File: config.mk
export PLATFORM = sky130hd
export DESIGN_NAME = dns_response_address_extractor
export DESIGN_NICKNAME = d
export VERILOG_FILES = /design/src/hw/rtl/dra_pkg.sv /design/src/hw/rtl/dra_parser.sv /design/src/hw/rtl/dra_out_buf.sv /design/src/hw/rtl/dns_response_address_extractor.sv
export SDC_FILE = /design/constraint.sdc
export NUM_CORES = 1
export LEC_CHECK = 0
export BUFFER_PORTS_ARGS = -buffer_cell sky130_fd_sc_hd__buf_2
export CAP_MARGIN = 20
export CORE_ASPECT_RATIO = 2
export CORE_MARGIN = 2
export CORE_UTILIZATION = 53
export CTS_CLUSTER_DIAMETER = 50
export DETAILED_ROUTE_END_ITERATION = 12
export PLACE_DENSITY = 0.78
export SLEW_MARGIN = 20
export SYNTH_ARGS = -nofsm -noshare
export SYNTH_HDL_FRONTEND = slang
export SYNTH_SLANG_ARGS = --single-unit
File: constraint.sdc
create_clock -name clk -period 4.7 [get_ports clk]
set_input_delay 0.94 -clock clk [delete_from_list [all_inputs] [get_ports clk]]
set_output_delay 0.94 -clock clk [all_outputs]
set_load 0.02 [all_outputs]
File: src/hw/rtl/dra_pkg.sv
// Package for the DNS response address extractor.
// Holds the word types, parse phase encoding, status codes and field sizes.
// No dependencies.
package dra_pkg;

  // Input word: one response byte and the end-of-packet mark
  typedef struct packed {
    logic [7:0] data_byte;
    logic       last_byte;
  } in_word_t;

  // Result word: address and end-of-packet report
  typedef struct packed {
    logic [31:0] address;
    logic        address_valid;
    logic        packet_done;
    logic [1:0]  status;
  } out_word_t;

  typedef enum logic [3:0] {
    PH_HEADER    = 4'd0,
    PH_NAME_LEN  = 4'd1,
    PH_NAME_SKIP = 4'd2,
    PH_QTAIL     = 4'd3,
    PH_ANS_START = 4'd4,
    PH_ANS_FIXED = 4'd5,
    PH_ANS_RDLEN = 4'd6,
    PH_ANS_SKIP  = 4'd7,
    PH_ANS_ADDR  = 4'd8,
    PH_IGNORE    = 4'd9
  } phase_t;

  localparam logic [1:0] STATUS_OK          = 2'd0;
  localparam logic [1:0] STATUS_ID_MISMATCH = 2'd1;
  localparam logic [1:0] STATUS_TRUNCATED   = 2'd2;

  localparam logic [3:0] HEADER_LAST     = 4'd11; // 12-byte header
  localparam logic [3:0] QTAIL_LAST      = 4'd3;  // qtype + qclass
  localparam logic [3:0] ANS_FIXED_LAST  = 4'd9;  // rest of pointer, type, class, ttl, rdlen hi
  localparam logic [3:0] ADDR_LAST       = 4'd3;
  localparam logic [7:0] NAME_POINTER    = 8'hC0;
  localparam logic [7:0] IPV4_RDLENGTH   = 8'd4;

endpackage

File: src/hw/rtl/dra_parser.sv
// Byte-at-a-time DNS response parser with the expected ID register.
// Depends on dra_pkg; produces at most one result word per accepted byte.
module dra_parser #(
  parameter int MAX_PACKET_BYTES = 512
) (
  input  logic               clk,
  input  logic               rst,
  input  logic               cfg_write,
  input  logic [15:0]        cfg_data,
  input  logic               take,
  input  dra_pkg::in_word_t  in_item,
  output logic               res_push,
  output dra_pkg::out_word_t res_item
);
  import dra_pkg::*;

  localparam int CW = $clog2(MAX_PACKET_BYTES + 1);

  logic [15:0]   expected_id;
  phase_t        phase, phase_next;
  logic [3:0]    byte_position, byte_position_next;
  logic [7:0]    id_high_byte, id_high_byte_next;
  logic [7:0]    skip_remaining, skip_remaining_next;
  logic [23:0]   address_shift, address_shift_next;
  logic          id_mismatch, id_mismatch_next;
  logic [CW-1:0] taken_count;
  logic          parse_en;
  logic          got;
  logic [31:0]   addr;
  logic [7:0]    b;
  logic [7:0]    skip_dec;

  assign b        = in_item.data_byte;
  assign parse_en = taken_count < CW'(MAX_PACKET_BYTES);
  assign skip_dec = skip_remaining - 8'd1;

  // Step the parse state for one byte
  always_comb begin
    phase_next          = phase;
    byte_position_next  = byte_position;
    id_high_byte_next   = id_high_byte;
    skip_remaining_next = skip_remaining;
    address_shift_next  = address_shift;
    id_mismatch_next    = id_mismatch;
    got                 = 1'b0;
    addr                = {address_shift, b};
    if (parse_en) begin
      case (phase)
        PH_HEADER: begin
          if (byte_position == 4'd0) begin
            id_high_byte_next = b;
          end
          if (byte_position == 4'd1 && {id_high_byte, b} != expected_id) begin
            id_mismatch_next = 1'b1;
            phase_next       = PH_IGNORE;
          end else if (byte_position == HEADER_LAST) begin
            byte_position_next = 4'd0;
            phase_next         = PH_NAME_LEN;
          end else begin
            byte_position_next = byte_position + 4'd1;
          end
        end
        PH_NAME_LEN: begin
          if (b == 8'd0) begin
            byte_position_next = 4'd0;
            phase_next         = PH_QTAIL;
          end else begin
            skip_remaining_next = b;
            phase_next          = PH_NAME_SKIP;
          end
        end
        PH_NAME_SKIP: begin
          skip_remaining_next = skip_dec;
          if (skip_dec == 8'd0) begin
            phase_next = PH_NAME_LEN;
          end
        end
        PH_QTAIL: begin
          if (byte_position == QTAIL_LAST) begin
            byte_position_next = 4'd0;
            phase_next         = PH_ANS_START;
          end else begin
            byte_position_next = byte_position + 4'd1;
          end
        end
        PH_ANS_START: begin
          if (b == NAME_POINTER) begin
            byte_position_next = 4'd0;
            phase_next         = PH_ANS_FIXED;
          end else begin
            phase_next = PH_IGNORE;
          end
        end
        PH_ANS_FIXED: begin
          if (byte_position == ANS_FIXED_LAST) begin
            byte_position_next = 4'd0;
            phase_next         = PH_ANS_RDLEN;
          end else begin
            byte_position_next = byte_position + 4'd1;
          end
        end
        PH_ANS_RDLEN: begin
          if (b == IPV4_RDLENGTH) begin
            byte_position_next = 4'd0;
            address_shift_next = 24'd0;
            phase_next         = PH_ANS_ADDR;
          end else if (b == 8'd0) begin
            phase_next = PH_ANS_START;
          end else begin
            skip_remaining_next = b;
            phase_next          = PH_ANS_SKIP;
          end
        end
        PH_ANS_SKIP: begin
          skip_remaining_next = skip_dec;
          if (skip_dec == 8'd0) begin
            phase_next = PH_ANS_START;
          end
        end
        PH_ANS_ADDR: begin
          if (byte_position >= ADDR_LAST) begin
            got                = 1'b1;
            address_shift_next = 24'd0;
            byte_position_next = 4'd0;
            phase_next         = PH_ANS_START;
          end else begin
            address_shift_next = {address_shift[15:0], b};
            byte_position_next = byte_position + 4'd1;
          end
        end
        default: begin
        end
      endcase
    end
  end

  // Build the result word from the post-byte state
  always_comb begin
    res_push               = take && (got || in_item.last_byte);
    res_item.address       = got ? addr : 32'd0;
    res_item.address_valid = got;
    res_item.packet_done   = in_item.last_byte;
    res_item.status        = STATUS_OK;
    if (in_item.last_byte) begin
      if (id_mismatch_next) begin
        res_item.status = STATUS_ID_MISMATCH;
      end else if (phase_next != PH_ANS_START && phase_next != PH_IGNORE) begin
        res_item.status = STATUS_TRUNCATED;
      end
    end
  end

  // Hold the expected transaction ID
  always_ff @(posedge clk) begin
    if (rst) begin
      expected_id <= 16'd0;
    end else if (cfg_write) begin
      expected_id <= cfg_data;
    end
  end

  // Advance the parse state; restart at the packet's last byte
  always_ff @(posedge clk) begin
    if (rst) begin
      phase          <= PH_HEADER;
      byte_position  <= 4'd0;
      id_high_byte   <= 8'd0;
      skip_remaining <= 8'd0;
      address_shift  <= 24'd0;
      id_mismatch    <= 1'b0;
      taken_count    <= '0;
    end else if (take) begin
      if (in_item.last_byte) begin
        phase          <= PH_HEADER;
        byte_position  <= 4'd0;
        id_high_byte   <= 8'd0;
        skip_remaining <= 8'd0;
        address_shift  <= 24'd0;
        id_mismatch    <= 1'b0;
        taken_count    <= '0;
      end else begin
        phase          <= phase_next;
        byte_position  <= byte_position_next;
        id_high_byte   <= id_high_byte_next;
        skip_remaining <= skip_remaining_next;
        address_shift  <= address_shift_next;
        id_mismatch    <= id_mismatch_next;
        if (parse_en) begin
          taken_count <= taken_count + CW'(1);
        end
      end
    end
  end

endmodule

File: src/hw/rtl/dra_out_buf.sv
// Two-entry result buffer between the parser and the output channel.
// Depends on dra_pkg for the result word type.
module dra_out_buf (
  input  logic               clk,
  input  logic               rst,
  input  logic               push,
  input  dra_pkg::out_word_t push_item,
  output logic               full,
  output logic               out_valid,
  input  logic               out_ready,
  output dra_pkg::out_word_t out_item
);
  import dra_pkg::*;

  out_word_t  ent0, ent1;
  logic [1:0] count;
  logic       pop;

  assign pop       = out_valid && out_ready;
  assign out_valid = count != 2'd0;
  assign full      = count == 2'd2;
  assign out_item  = ent0;

  // Track occupancy
  always_ff @(posedge clk) begin
    if (rst) begin
      count <= 2'd0;
    end else begin
      count <= count + {1'b0, push} - {1'b0, pop};
    end
  end

  // Shift entries toward the head
  always_ff @(posedge clk) begin
    case ({push, pop})
      2'b10: begin
        if (count == 2'd0) begin
          ent0 <= push_item;
        end else begin
          ent1 <= push_item;
        end
      end
      2'b01: begin
        ent0 <= ent1;
      end
      2'b11: begin
        if (count == 2'd1) begin
          ent0 <= push_item;
        end else begin
          ent0 <= ent1;
          ent1 <= push_item;
        end
      end
      default: begin
      end
    endcase
  end

endmodule

File: src/hw/rtl/dns_response_address_extractor.sv
// Top level of the DNS response address extractor.
// Depends on dra_pkg, dra_parser and dra_out_buf.
//
// Takes a DNS response one byte per word and returns a word for every IPv4
// address found in a compressed-name answer record with rdlength 4, plus one
// word on the packet's last byte carrying the status (0 ok, 1 ID mismatch,
// 2 ended inside a field). The parser steps its state on each byte as it is
// accepted and writes any result into a two-entry output buffer, so one byte
// is accepted every clock while the output side keeps up, and in_ready drops
// only when both buffer entries are waiting.
// expected_id is written through the cfg channel, which is always ready;
// write it only between packets. Bytes past MAX_PACKET_BYTES are dropped.
module dns_response_address_extractor #(
  parameter int MAX_PACKET_BYTES = 512
) (
  input  logic               clk,
  input  logic               rst,
  input  logic               cfg_valid,
  output logic               cfg_ready,
  input  logic [15:0]        cfg_data,
  input  logic               in_valid,
  output logic               in_ready,
  input  dra_pkg::in_word_t  in_item,
  output logic               out_valid,
  input  logic               out_ready,
  output dra_pkg::out_word_t out_item
);
  import dra_pkg::*;

  logic      take;
  logic      res_push;
  out_word_t res_item;
  logic      full;

  assign cfg_ready = 1'b1;
  assign in_ready  = !full;
  assign take      = in_valid && in_ready;

  // Parse each accepted byte
  dra_parser #(
    .MAX_PACKET_BYTES(MAX_PACKET_BYTES)
  ) u_parser (
    .clk      (clk),
    .rst      (rst),
    .cfg_write(cfg_valid && cfg_ready),
    .cfg_data (cfg_data),
    .take     (take),
    .in_item  (in_item),
    .res_push (res_push),
    .res_item (res_item)
  );

  // Hold results for the output channel
  dra_out_buf u_out_buf (
    .clk      (clk),
    .rst      (rst),
    .push     (res_push),
    .push_item(res_item),
    .full     (full),
    .out_valid(out_valid),
    .out_ready(out_ready),
    .out_item (out_item)
  );

endmodule
==> results.py <==
metrics = {
    "logic_synthesis": {
        "yosysMostFrequentCell": "dfxtp_1",
        "synth_top_family_by_area": "simple AND/OR/NAND/NOR gates",
        "synthTopCellsByCount": "77 x dfxtp_1, 72 x edfxtp_1, 61 x nor2_1",
        "ys_warn_count": 0,
        "synthSimpleGateAreaFrac": 0.194,
        "synth-compound-area-share": 0.141,
        "async_flop_share": 0,
        "syn_nets": 701,
        "synth_ff_type": "dfxtp_1",
        "synth_area_leader_cell": "edfxtp_1",
        "synth_cell_types": 65,
        "syn_area_per_cell_um2": 10.3,
        "synth-xor-area-share": 0.0359,
        "synth_seq_area_share": 0.543,
        "syn_inst": 660,
        "yosys-mux-area-fraction": 0.0293,
        "yosys.area.top_type_share": 0.317,
        "synth_area_um2": 6830,
        "synth-edff-count": 72,
        "ys_seq_elements": 149,
        "synth.area.top_cells": "edfxtp_1 32%, dfxtp_1 23%, a22o_1 4.1%, nor2_1 3.4%, a21oi_1 3.2%",
        "synth-adder-area-share": 0.0202,
    },
    "pwr": {
        "seqPwrFrac": 0.446,
        "pwr_density_cell_nw_per_um2": 464,
        "leakagePower_nw": 2.94,
        "clkPwrFrac": 0.377,
        "pwr-share-comb": 0.177,
        "p_sw_frac": 0.295,
        "peakVddDrop_uv": 375,
        "intPower_mw": 2.57,
        "p_sw_mw": 1.08,
    },
    "route": {
        "drt-total-wl_um": 16300,
        "via_per_inst": 6.10,
        "drt-initial-drc-count": 347,
        "wl_per_cell_um": 18.7,
        "route.detailed.drc": 0,
        "drtPass1Iterations": 5,
        "vias": 5316,
        "postRouteAntennaNets": 0,
    },
    "timing": {
        "worst_slew_pin_slew_ns": 0.976,
        "skew_ns": 0.0119,
        "finalCriticalPeriod_ns": 3.42,
        "fmaxAchievable_mhz": 292,
        "relSlewSlack": 0.344,
        "hold_violations": 0,
        "setup_viol": 0,
        "rsz0062_at_grt": "no",
        "tns_ns": 0,
        "drv_slew": 0,
        "finalCritPeriodShare": 0.729,
    },
    "global_route": {
        "grt_pass1_wl_um": 26200,
        "grt_pass1_vias": 5325,
        "antenna_found_initial": 0,
        "grt_use_total": 0.243,
        "overflow": 0,
        "grt_start_max_net_pins": 40,
    },
    "floorplanning": {
        "io_pins": 69,
        "dieArea_um2": 13900,
        "rows": 58,
        "die_y_um": 164,
        "start_util": 0.544,
        "coreArea_um2": 12600,
        "dieWidth_um": 84.2,
    },
    "critical_path": {
        "cp.arrival_ns": 3.51,
        "crit_fanout": 28,
        "worst_setup_path_start_kind": "register",
        "crit_type": "reg2reg",
        "critical_path_required_ns": 4.78,
        "end_kind": "register",
    },
    "cells_and_area": {
        "final_cells": 871,
        "n_antenna_cell": 0,
        "num-nets-final": 749,
        "drive_above_1_share": 0.168,
        "n_fill_cell": 1021,
        "postLayoutCoreUtil": 0.626,
        "area_growth_pct": 15.2,
    },
    "placed_design": {
        "dp.final_hpwl_um": 11400,
        "dp_cells": 838,
        "globalplace.congestion": 0.975,
        "port_buffers": 67,
    },
    "cts": {
        "cts.path.max_buffers": 2,
        "clk_pin_slew_ns": 0.06,
        "cts-resized-gates": 0,
        "clock_latency_ns": 0.43,
        "hold_buffers": 0,
        "cts_sinks": 149,
        "h-tree-depth": 4,
        "post-cts-setup-buffer-count": 0,
        "cts-buffers-inserted": 17,
        "clockRootBuffer": "clkbuf_16",
        "cts_tree": "done",
    },
    "flow_run": {
        "maxCapViolations": 0,
    },
    "outcome": {
        "status": "complete, no violations",
    },
    "min_path": {
        "hold_path.class": "reg2reg",
    },
}
==> critical path, cell delays in order, from the launching register on <==
cell and delay (ns):
dfxtp_1 0.35, ha_1 0.29, nor3_1 0.16, buf_4 0.17, nor3_2 0.05, o21ai_0 0.54, inv_1 0.18, ha_1 0.29
mux2i_1 0.16, o22a_1 0.42, buf_4 0.45
==> registers in the layout, indices dropped and copies added (netlist names) <==
| name | count |
|---|---|
| u_out_buf.ent1 | 36 |
| u_out_buf.out_item | 36 |
| u_parser.address_shift | 24 |
| u_parser.expected_id | 16 |
| u_parser.taken_count | 10 |
| u_parser.id_high_byte | 8 |
| u_parser.skip_remaining | 8 |
| u_parser.byte_position | 4 |
| u_parser.phase | 4 |
| u_out_buf.count | 2 |
| u_parser.id_mismatch | 1 |
==> metrics by stage <==
| stage | hold slack, ns | total power [mW] | worst slack, ns | area, µm² |
|---|---|---|---|---|
| detailed placement | 0.456 | 2.28 | 1.05 | 7240 |
| global route | 0.494 | 3.79 | 1.03 | 7860 |
| CTS | 0.467 | 3.65 | 1.32 | 7830 |
| finish | 0.471 | 3.65 | 1.28 | 7860 |
| global placement | 0.456 | 2.25 | 0.999 | 7240 |
| floorplan | 0.440 | 2.07 | 0.965 | 6830 |
==> metal layers <==
layer / part of all wire / global-route usage / vias to the layer above
li1: - / - / 2498
met1: 0.35 / 0.239 / 2582
met2: 0.57 / 0.465 / 179
met3: 0.035 / 0.0475 / 57
met4: 0.044 / 0.136 / 0
met5: 0 / 0 / -
==> path summary, 6_finish.rpt <==
| check | startpoint | cells after the start | endpoint | slack (ns) |
|---|---|---|---|---|
| min | u_parser.address_shift[16]$_SDFFE_PP0P_ | 2 | u_parser.address_shift[16]$_SDFFE_PP0P_ | 0.47 |
| max reg2reg | u_parser.byte_position[0]$_SDFFE_PP0P_ | 10 | u_out_buf.ent1[11]$_DFFE_PP_ | 1.28 |
| max | u_parser.byte_position[0]$_SDFFE_PP0P_ | 10 | u_out_buf.ent1[11]$_DFFE_PP_ | 1.28 |
| min reg2reg | u_parser.address_shift[16]$_SDFFE_PP0P_ | 2 | u_parser.address_shift[16]$_SDFFE_PP0P_ | 0.47 |
==> cell usage in the layout, fill, tap and decap left out, types with 11 or more instances in the layout <==
| cell type | instances |
|---|---|
| clkbuf_16 | 17 |
| edfxtp_1 | 72 |
| ha_1 | 11 |
| nor2_1 | 61 |
| a22oi_1 | 13 |
| mux2i_1 | 20 |
| buf_2 | 67 |
| dfxtp_1 | 77 |
| o21ai_0 | 14 |
| inv_1 | 12 |
| nand3_1 | 37 |
| and2_1 | 34 |
| nand2_1 | 45 |
| a21oi_1 | 44 |
| xnor2_1 | 21 |
| a22o_1 | 32 |
==> kinds of logic after synthesis <==
logic type / Yosys count
AO/OA/AOI/OAI: 138
AND/OR/NAND/NOR: 252
buffers and inverters: 61
flip-flops: 149
multiplexers: 20
XOR/XNOR: 28
adder cells (fa/ha/maj): 11
other: 1
==> layout make-up <==
type	instances	area (µm²)	share of cell area
Sequential cell	149	3700	0.471
Multi-Input combinational cell	450	2890	0.368
Timing Repair Buffer	78	438	0.0557
Clock buffer	18	429	0.0546
Tap cell	150	188	0.0239
Clock inverter	14	165	0.0210
Inverter	12	45.0	0.00573
==> power by group through the flow <==
stage | Sequential (mW) | Clock, mW | Combinational (mW)
2_1_floorplan | 1.77 | 0 | 0.303
3_5_place_dp | 1.66 | 0 | 0.618
3_3_place_gp | 1.65 | 0 | 0.596
5_1_grt | 1.64 | 1.45 | 0.696
6_report | 1.63 | 1.38 | 0.644
4_1_cts | 1.63 | 1.39 | 0.621
(Power assumes the default switching activity.)
